===== config.mk =====
export PLATFORM = sky130hd
export DESIGN_NAME = cpsm_ctrl
export DESIGN_NICKNAME = d
export VERILOG_FILES = /design/src/cpsm_pkg.sv /design/src/cpsm_ctrl.sv
export SDC_FILE = /design/constraint.sdc
export NUM_CORES = 1
export LEC_CHECK = 0
export ABC_AREA = 1
export CORE_AREA = 5 5 62 86
export DETAILED_ROUTE_END_ITERATION = 16
export DIE_AREA = 0 0 67 91
export DONT_BUFFER_PORTS = 1
export PLACE_DENSITY = 0.57
export SETUP_SLACK_MARGIN = 0.2
export SLEW_MARGIN = 40
export SYNTH_ARGS = -nofsm -noshare
export SYNTH_HDL_FRONTEND = slang
export SYNTH_SLANG_ARGS = --single-unit

===== constraint.sdc =====
create_clock -name i_clk -period 1.96 [get_ports i_clk]
set_input_delay 0.196 -clock i_clk [delete_from_list [all_inputs] [get_ports i_clk]]
set_output_delay 0.196 -clock i_clk [all_outputs]
set_load 0.02 [all_outputs]

===== src/cpsm_pkg.sv =====
// Shared types, constants and widths for the cubic potential space map block.
package cpsm_pkg;

    localparam int FRAC_BITS     = 16;
    localparam int MAX_PAIRS_DEF = 16;

    // Quotient, sum, root operand and root widths of the fixed point datapath
    localparam int QW = FRAC_BITS + 1;
    localparam int SW = FRAC_BITS + 2;
    localparam int VW = 2 * FRAC_BITS + 2;
    localparam int RW = FRAC_BITS + 2;
    localparam longint unsigned UNIT = 64'd1 << FRAC_BITS;

    localparam logic CMD_LOAD = 1'b0;
    localparam logic CMD_MAP  = 1'b1;

    typedef enum logic [12:0] {
        ST_IDLE   = 13'b0000000000001,
        ST_READ   = 13'b0000000000010,
        ST_AX_MUL = 13'b0000000000100,
        ST_AX_CHK = 13'b0000000001000,
        ST_AX_DIV = 13'b0000000010000,
        ST_AX_SQ  = 13'b0000000100000,
        ST_SQ_GO  = 13'b0000001000000,
        ST_SQ_WT  = 13'b0000010000000,
        ST_W1     = 13'b0000100000000,
        ST_W2     = 13'b0001000000000,
        ST_K_GO   = 13'b0010000000000,
        ST_K_WT   = 13'b0100000000000,
        ST_STEP   = 13'b1000000000000
    } t_state;

    typedef enum logic [2:0] {
        OP_NONE,
        OP_PROD,
        OP_QSQ,
        OP_WSQ,
        OP_WCUBE,
        OP_STEP
    } t_op;

    typedef struct packed {
        logic       load_pt;
        logic       wr_mem;
        logic       rd_mem;
        logic       clr_sum;
        logic       div_start;
        logic       div_k;
        logic       sqrt_start;
        logic       load_out;
        t_op        op;
        logic [1:0] axis;
    } t_cmd;

    typedef struct packed {
        logic rm_zero;
        logic far;
        logic div_done;
        logic sqrt_done;
        logic s_far;
        logic out_busy;
    } t_stat;

    typedef struct packed {
        logic [2:0][31:0] tgt;
        logic [2:0][31:0] src;
        logic [2:0][31:0] rat;
    } t_pair;

endpackage


===== src/cpsm_ctrl.sv =====
// Sequencer: walks each map request over the control pairs and their axes.
module cpsm_ctrl #(
    parameter  int MAX_PAIRS = cpsm_pkg::MAX_PAIRS_DEF,
    localparam int AW = (MAX_PAIRS > 1) ? $clog2(MAX_PAIRS) : 1
) (
    input  logic             i_clk,
    input  logic             i_rst_n,
    input  logic             i_in_valid,
    input  logic             i_in_cmd,
    output logic             o_in_ready,
    input  logic             i_cfg_valid,
    input  logic [4:0]       i_cfg_pair_count,
    output logic             o_cfg_ready,
    input  cpsm_pkg::t_stat  i_stat,
    output cpsm_pkg::t_cmd   o_cmd,
    output logic [AW-1:0]    o_rd_addr
);
    localparam int PW = $clog2(MAX_PAIRS + 1);

    cpsm_pkg::t_state r_state, n_state;
    logic [PW-1:0]    r_pair, n_pair;
    logic [1:0]       r_axis, n_axis;
    logic [4:0]       r_pair_count;
    logic [PW-1:0]    w_n;
    logic             w_last;
    cpsm_pkg::t_state w_after_pair;

    // Clamp the pair count to the table depth
    assign w_n = (int'(r_pair_count) > MAX_PAIRS) ? PW'(MAX_PAIRS) : PW'(r_pair_count);
    assign w_last = ({1'b0, r_pair} + 1'b1) >= {1'b0, w_n};
    assign w_after_pair = w_last ? cpsm_pkg::ST_IDLE : cpsm_pkg::ST_READ;

    // Next state and command decode
    always_comb begin
        n_state    = r_state;
        n_pair     = r_pair;
        n_axis     = r_axis;
        o_cmd      = '0;
        o_cmd.op   = cpsm_pkg::OP_NONE;
        o_cmd.axis = r_axis;
        o_in_ready = 1'b0;
        case (r_state)
            cpsm_pkg::ST_IDLE: begin
                o_in_ready = !i_stat.out_busy;
                if (i_in_valid && !i_stat.out_busy) begin
                    if (i_in_cmd == cpsm_pkg::CMD_MAP) begin
                        o_cmd.load_pt = 1'b1;
                        n_pair = '0;
                        if (w_n == '0) begin
                            o_cmd.load_out = 1'b1;
                        end else begin
                            n_state = cpsm_pkg::ST_READ;
                        end
                    end else begin
                        o_cmd.wr_mem = 1'b1;
                    end
                end
            end
            cpsm_pkg::ST_READ: begin
                o_cmd.rd_mem  = 1'b1;
                o_cmd.clr_sum = 1'b1;
                n_axis  = '0;
                n_state = cpsm_pkg::ST_AX_MUL;
            end
            cpsm_pkg::ST_AX_MUL: begin
                if (i_stat.rm_zero) begin
                    n_pair  = r_pair + 1'b1;
                    n_state = w_after_pair;
                end else begin
                    o_cmd.op = cpsm_pkg::OP_PROD;
                    n_state  = cpsm_pkg::ST_AX_CHK;
                end
            end
            cpsm_pkg::ST_AX_CHK: begin
                if (i_stat.far) begin
                    n_pair  = r_pair + 1'b1;
                    n_state = w_after_pair;
                end else begin
                    o_cmd.div_start = 1'b1;
                    n_state = cpsm_pkg::ST_AX_DIV;
                end
            end
            cpsm_pkg::ST_AX_DIV: begin
                if (i_stat.div_done) begin
                    n_state = cpsm_pkg::ST_AX_SQ;
                end
            end
            cpsm_pkg::ST_AX_SQ: begin
                o_cmd.op = cpsm_pkg::OP_QSQ;
                if (r_axis == 2'd2) begin
                    n_state = cpsm_pkg::ST_SQ_GO;
                end else begin
                    n_axis  = r_axis + 1'b1;
                    n_state = cpsm_pkg::ST_AX_MUL;
                end
            end
            cpsm_pkg::ST_SQ_GO: begin
                o_cmd.sqrt_start = 1'b1;
                n_state = cpsm_pkg::ST_SQ_WT;
            end
            cpsm_pkg::ST_SQ_WT: begin
                if (i_stat.sqrt_done) begin
                    n_state = cpsm_pkg::ST_W1;
                end
            end
            cpsm_pkg::ST_W1: begin
                if (i_stat.s_far) begin
                    n_pair  = r_pair + 1'b1;
                    n_state = w_after_pair;
                end else begin
                    o_cmd.op = cpsm_pkg::OP_WSQ;
                    n_state  = cpsm_pkg::ST_W2;
                end
            end
            cpsm_pkg::ST_W2: begin
                o_cmd.op = cpsm_pkg::OP_WCUBE;
                n_state  = cpsm_pkg::ST_K_GO;
            end
            cpsm_pkg::ST_K_GO: begin
                o_cmd.div_start = 1'b1;
                o_cmd.div_k     = 1'b1;
                n_state = cpsm_pkg::ST_K_WT;
            end
            cpsm_pkg::ST_K_WT: begin
                if (i_stat.div_done) begin
                    n_axis  = '0;
                    n_state = cpsm_pkg::ST_STEP;
                end
            end
            cpsm_pkg::ST_STEP: begin
                o_cmd.op = cpsm_pkg::OP_STEP;
                if (r_axis == 2'd2) begin
                    n_pair  = r_pair + 1'b1;
                    n_state = w_after_pair;
                end else begin
                    n_axis = r_axis + 1'b1;
                end
            end
            default: begin
                n_state = cpsm_pkg::ST_IDLE;
            end
        endcase
        // Deliver the result as the walk over the pairs ends
        if (r_state != cpsm_pkg::ST_IDLE && n_state == cpsm_pkg::ST_IDLE) begin
            o_cmd.load_out = 1'b1;
        end
    end

    // State, counters and the pair count register
    always_ff @(posedge i_clk) begin
        if (!i_rst_n) begin
            r_state      <= cpsm_pkg::ST_IDLE;
            r_pair       <= '0;
            r_axis       <= '0;
            r_pair_count <= '0;
        end else begin
            r_state <= n_state;
            r_pair  <= n_pair;
            r_axis  <= n_axis;
            if (i_cfg_valid) begin
                r_pair_count <= i_cfg_pair_count;
            end
        end
    end

    assign o_cfg_ready = 1'b1;
    assign o_rd_addr   = r_pair[AW-1:0];
endmodule


==> results of run 1 <==
-- worst paths after layout --
check	from	to	slack, ns	depth (start not counted)
worst max register to register	r_pair_count[2]	r_state[0]	-0.24	15
worst max-delay path	r_pair_count[2]	o_cmd[5]	-0.25	10
worst min-delay path	i_rst_n	r_state[7]	0.03	1
worst min register to register	r_pair[3]	r_pair[3]	0.53	2
-- metal layers --
metal	vias up	track usage, %	part of all wire [%]
li1	937	-	-
met1	893	18.3	37
met2	54	31.9	55
met3	19	2.96	5.2
met4	0	4.91	3.0
met5	-	0	0
-- metrics by stage --
step           instances  TNS [ns]
4_1_cts              360    -0.414
6_report             373    -0.718
5_1_grt              373     -1.04
3_5_place_dp         327         0
2_1_floorplan        262         0
3_3_place_gp         327         0
-- report_power, final --
part / switching (mW) / leakage [nW] / internal (mW)
clock network: 0.165 / 0.0228 / 0.145
logic: 0.127 / 0.923 / 0.111
registers: 0.00782 / 0.210 / 0.513
total: 0.299 / 1.16 / 0.769
-- area by class of cell --
type | count | share of cell area [%]
repair buffers | 54 | 18.0
clock buffers | 4 | 1.77
flip-flops and latches | 25 | 20.6
inverters | 37 | 5.45
multi-input cells | 191 | 51.2
well taps | 62 | 3.04
-- worst reg2reg max path, cell delays in order (launching register included) --
cell,delay [ns]
dfxtp_2,0.34
nor2_2,0.15
nand3_2,0.10
nand2_2,0.12
nand2_2,0.07
ha_4,0.22
a21o_1,0.16
a21oi_2,0.14
nand3_2,0.10
nand2_2,0.09
buf_4,0.11
buf_4,0.09
buf_4,0.09
buf_4,0.09
buf_4,0.09
nand4_1,0.11
-- cells in the mapped netlist (all sizes together) --
cell type / n
o21ai: 7
xor2: 2
conb: 1
nand3b: 4
xnor2: 1
dfxtp: 25
nor3b: 1
inv: 36
ha: 7
a21o: 1
nand2: 58
o21a: 1
o211ai: 1
nor2: 41
and3: 1
nand4: 8
a21oi: 16
clkbuf: 1
buf: 9
clkinv: 1
nand3: 34
nor3: 6
-- state kept, by name, summed over array words and instances, names as in the netlist --
name and cells:
r_axis 2, r_state 13, r_pair 5, r_pair_count 5
-- cells by family after synthesis --
kind of cell / count (synthesis) / synth area share [%]
buf+inv: 47 / 12.4
simple gates: 153 / 43.4
flops: 25 / 29.0
fa+ha+maj: 7 / 5.07
other cells: 1 / 0.217
xor+xnor: 3 / 1.52
compound gates: 26 / 8.40
-- cell usage in the layout, fill, tap and decap left out, drive strengths merged, types with 6 or more instances in the layout --
cell,count
nor2,42
buf,54
nand3,34
a21oi,16
inv,36
dfxtp,25
ha,7
o21ai,7
nand4,8
nor3,6
nand2,58
-- timing repair --
action | in CTS | in global routing
endpoints found under the setup margin | 12 | 20
cloned | 1 | 0
gates resized for setup | 25 | 65
setup buffers | 28 | 13
pin swaps | 10 | 30
==> summary.md, run 1 <==
| Metric | Value |
|---|---|
| Outcome | complete, but fails checks |
| Failing checks | negative setup slack |
| Post-layout min period | 2.21 ns |
| Area grow syn2layout | 47.6% |
| Critical path arrival | 2.01 ns |
| Initial antenna violation count | 0 |
| Routed vias | 1903 |
| Synth cell types | 33 |
| Worst-margin pin slew | 0.574 ns |
| RSZ-0062 raised after global routing | yes |
| Routability cong. | 0.810 |
| First drt pass iteration count | 4 |
| Clk_skew | 0.00536 ns |
| DIE AREA | 0.00610 mm^2 |
| Detailed Route WL | 5390 um |
| Clk sinks | 25 |
| Core Util, Final | 57.1% |
| Core ar. | 0.00446 mm^2 |
| Fraction of layout cells with a size suffix above 1 | 44.1% |
| Clk Tree Root Cell | clkbuf_8 |
| Post-layout power | 1.07 mW |
| Clk pin slew, worst setup/hold paths | 0.09 ns |
| Count of pins on the block boundary | 35 |
| MaxCap Viol Count | 0 |
| DR WL/cell | 14.5 um |
| FF/Latch Area | 524 um^2 |
| FP Rows | 29 |
| Number of nets in the layout | 335 |
| Clock latency on the worst-skew pair | 0.27 ns |
| CP most frequent cell | nand2_2 |
| Yosys Warn Count | 0 |
| CTS Buffer Depth | 2 |
| Post-DP HPWL | 3420 um |
| CP Max Fanout | 3 |
| Fill cell count | 410 |
| Vias per cell | 5.10 |
| Largest net degree at the start of global routing | 18 |
| CP Cell Sequence | nor2_2 > nand3_2 > nand2_2 > nand2_2 > ha_4 > a21o_1 > a21oi_2 > nand3_2 > nand2_2 > o211ai_1 |
| Share of the synthesized area in the top cell type | 29.0% |
| Family with the most delay on the worst path | simple AND/OR/NAND/NOR gates |
| Die Y | 91 um |
| DR iter-0 viols | 113 |
| Hold WS | 0.0334 ns |
| Crit path required time | 1.76 ns |
| Dpl ws | 0.0491 ns |
| Final Hold Viols | 0 |
| Cell Area, Synth | 0.00173 mm^2 |
| Worst slew margin | 61.5% |
| Area of the multi-input gates | 0.00131 mm^2 |
| Vias in the first global route | 1871 |
| Initial Util | 38.7% |
| # port buffers | 0 |
| Final worst setup slack | -0.248 ns |
| Period utilisation layout | 113% |
| Number of remaining DRC errors | 0 |
| Worst setup SP type | flip-flop |
| CP Capture Type | output pin |
| Largest cells by area after synthesis | dfxtp_1, nand2_1, nand3_1 |
| Pwr/cell area | 419 mW/mm^2 |
| Global-route usage over all layers | 16.9% |
| Endpoints failing setup | 3 |
| Design area | 0.00255 mm^2 |
| Max Slew Vio Count | 0 |
| Yosys reg bits | 25 |
| Cell count after synthesis | 262 |
| Worst Path Buf+Inv | 0 |
| Hold-fix buffer count after cts | 0 |
| Total CTS buffers | 3 |
| Syn_nets | 285 |
| Diodes inserted | 0 |
| LEAKAGE | 1.16 nW |
| Register area share after synthesis | 29.0% |
| Hold Path Class | input pin to flip-flop |
| CP max stage delay | 0.34 ns |
| Post-route ant nets | 0 |
| Crit Path Class | flip-flop to output pin |
| CTS tree | done |
| Peak supply drop | 0.000221 V |
| Average size of a mapped cell | 6.60 um^2 |
| First-pass GRT wire length | 8220 um |
| Area after DPL | 0.00184 mm^2 |
| Die extent in x | 67 um |
| CP max stage cell | dfxtp_2 |
| FMAX | 0.453 GHz |
| H-tree levels | 1 |
| Leading area contributor after synthesis | dfxtp_1 |
| Total global routing overflow | 0 |
Note: power is estimated with default switching activity, not from simulation.
==> run 2: changes to the inputs <==
--- a/config.mk
+++ b/config.mk
@@ -6,11 +6,13 @@
 export NUM_CORES = 1
 export LEC_CHECK = 0
 export ABC_AREA = 1
-export CORE_AREA = 5 5 62 86
+export CELL_PAD_IN_SITES_DETAIL_PLACEMENT = 1
+export CELL_PAD_IN_SITES_GLOBAL_PLACEMENT = 2
+export CORE_AREA = 5 5 65 90
 export DETAILED_ROUTE_END_ITERATION = 16
-export DIE_AREA = 0 0 67 91
+export DIE_AREA = 0 0 70 95
 export DONT_BUFFER_PORTS = 1
-export PLACE_DENSITY = 0.57
+export PLACE_DENSITY = 0.85
 export SETUP_SLACK_MARGIN = 0.2
 export SLEW_MARGIN = 40
 export SYNTH_ARGS = -nofsm -noshare
==> constraint.sdc (replaced) <==
create_clock -name i_clk -period 2.85 [get_ports i_clk]
set_input_delay 0.285 -clock i_clk [delete_from_list [all_inputs] [get_ports i_clk]]
set_output_delay 0.285 -clock i_clk [all_outputs]
set_load 0.02 [all_outputs]
==> summary.md, run 2 (synthesis gave the netlist of run 1 again) <==
| Metric | Value |
|---|---|
| Outcome | finished, final reports clean |
| Comb power frac | 12.1% (-10 points) |
| Largest register FFs | 13 (unchanged) |
| Detailed Route WL | 4880 um (-9.6%) |
| Global-route usage over all layers | 15.3% (-1.6 points) |
| Switching power | 0.185 mW (-38%) |
| Clk network pwr share | 33.8% (+4.8 points) |
| Peak supply drop | 0.000147 V (-34%) |
| LEAKAGE | 0.842 nW (-27%) |
| Worst setup SP type | flip-flop |
| Commonest non-fill, non-tap cell in the layout | nand2_1 |
| H-tree levels | 1 (unchanged) |
| Diodes inserted | 0 (unchanged) |
| Max Slew Vio Count | 0 (unchanged) |
| Core ar. | 0.00504 mm^2 (+13%) |
| Endpoints failing setup | 0 (-3) |
| Clk sinks | 25 (unchanged) |
| Clk_skew | 0.00326 ns (-0.00210 ns) |
| DIE AREA | 0.00665 mm^2 (+9.1%) |
| Routability cong. | 0.815 (+0.58%) |
| P_int | 0.478 mW (-38%) |
| Fill cell count | 696 (+70%) |
| Vias in the first global route | 1687 (-9.8%) |
| Period utilisation layout | 85.7% |
| RSZ-0062 raised after global routing | no |
| Die extent in x | 70 um (+4.5%) |
| DR WL/cell | 15.0 um (+4.1%) |
| Routed vias | 1625 (-15%) |
| CP Capture Type | output pin |
| Crit Path Class | flip-flop to output pin |
| MaxCap Viol Count | 0 (unchanged) |
| Commonest non-fill, non-tap cells in the layout | nand2_1, nor2_1, inv_1, nand3_1, dfxtp_1 |
| DR iter-0 viols | 58 (-49%) |
| Vias per cell | 5.02 (-1.7%) |
| Fraction of layout cells with a size suffix above 1 | 12.0% (-32 points) |
| Initial antenna violation count | 0 (unchanged) |
| Area after DPL | 0.00175 mm^2 (-4.8%) |
| Largest net degree at the start of global routing | 18 (unchanged) |
| Area grow syn2layout | 4.71% |
| CP Max Fanout | 5 (+2) |
| Switching Share | 27.9% (-0.087 points) |
| Post-layout min period | 2.44 ns |
| Count of pins on the block boundary | 35 (unchanged) |
| Core Util, Final | 35.9% (-21 points) |
| Setup tns final | 0 ns (+0.718 ns) |
| Initial Util | 34.3% (-4.4 points) |
| Number of nets in the layout | 282 (-16%) |
| Clk pin slew, worst setup/hold paths | 0.09 ns (about the same) |
| Design area | 0.00181 mm^2 (-29%) |
| Pwr/cell area | 366 mW/mm^2 (-13%) |
| CTS Buffer Depth | 2 (unchanged) |
| Total CTS buffers | 3 (unchanged) |
| Number of remaining DRC errors | 0 (unchanged) |
| Die Y | 95 um (+4.4%) |
| # port buffers | 0 (unchanged) |
| Total global routing overflow | 0 (unchanged) |
| FP Rows | 31 (+6.9%) |
| FMAX | 0.409 GHz |
| Worst slew margin | 58.4% (-3.1 points) |
| Clk Tree Root Cell | clkbuf_8 |
| Dpl ws | 0.506 ns (+0.457 ns) |
| First drt pass iteration count | 4 (unchanged) |
| Biggest regs | r_state x13, r_pair x5, r_pair_count x5 |
| Hold-fix buffer count after cts | 0 (unchanged) |
| Crit path required time | 2.57 ns (+0.81 ns) |
| CTS tree | done |
| Sequential share of power | 54.1% (+5.3 points) |
| Worst-margin pin slew | 0.620 ns (+0.0455 ns) |
| Post-DP HPWL | 3900 um (+14%) |
| Critical path arrival | 2.16 ns (+0.15 ns) |
| Final worst setup slack | 0.406 ns (+0.654 ns) |
| Hold WS | 0.109 ns (+0.0756 ns) |
| Clock latency on the worst-skew pair | 0.27 ns (about the same) |
| Biggest register | r_state |
| Final Hold Viols | 0 (unchanged) |
| First-pass GRT wire length | 8110 um (-1.3%) |
| Hold Path Class | input pin to flip-flop |
| Post-route ant nets | 0 (unchanged) |
-- run 2: changes by cell type in the layout (fill, tap and decap cells not counted), sizes merged --
cell	change
buf	-52
nor2	-1
-- run 2: routing by layer --
metal | vias to the layer above | part of all wire, % | track usage [%] | wire length [um]
met5 | - | 0 | 0 | 0
met4 | 0 | 1.0 | 3.67 | 51
met3 | 5 | 4.2 | 2.88 | 207
met2 | 23 | 56 | 30.9 | 2710
met1 | 762 | 39 | 15.9 | 1900
li1 | 835 | - | - | -
-- run 2: final cells by class --
cell class                      count  area (um^2)  area share [%]
Multi-Input combinational cell    190         1020            56.4
Sequential cell                    25          507            28.0
Clock buffer                        4         45.0            2.49
Tap cell                           66         82.6            4.56
Timing Repair Buffer                2         15.0           0.830
Inverter                           37          139            7.68
-- run 2: power groups by stage --
| stage | logic, mW | clock network [mW] | registers [mW] |
|---|---|---|---|
| final | 0.0801 | 0.224 | 0.358 |
| after global routing | 0.0914 | 0.246 | 0.359 |
| after CTS | 0.0817 | 0.235 | 0.360 |
| after detailed placement | 0.0811 | 0 | 0.368 |
| after global placement | 0.0808 | 0 | 0.368 |
| after floorplan | 0.0680 | 0 | 0.366 |
-- run 2: worst max-delay path, cell delays in order (launching register included) --
cell and delay [ns]:
dfxtp_1 0.54, xor2_1 0.19, inv_1 0.08, ha_1 0.30
a21o_1 0.16, a21oi_1 0.14, nand3_1 0.12, nand2_1 0.11
o211ai_1 0.23
-- run 2: worst paths after layout --
| path | to | cells after the start | slack [ns] | start |
|---|---|---|---|---|
| setup / recovery | o_cmd[5] | 8 | 0.41 | r_pair[3] |
| hold / removal | r_state[0] | 1 | 0.11 | i_rst_n |
| setup reg to reg | r_state[0] | 8 | 1.00 | r_pair[3] |
| hold reg to reg | r_state[4] | 2 | 0.50 | r_state[4] |
-- run 2: repair_timing --
| item | CTS | global route |
|---|---|---|
| setup buffers | 0 | 0 |
| setup endpoints to repair | 1 | 1 |
| resized for setup | 1 | 4 |
| pin swaps | 0 | 1 |
| gates cloned | 0 | 0 |
-- run 2: through the flow --
step	instances	total power, mW
after floorplan	262	0.434
after global placement	320	0.448
after CTS	324	0.676
after global routing	324	0.697
after detailed placement	320	0.449
final	324	0.663
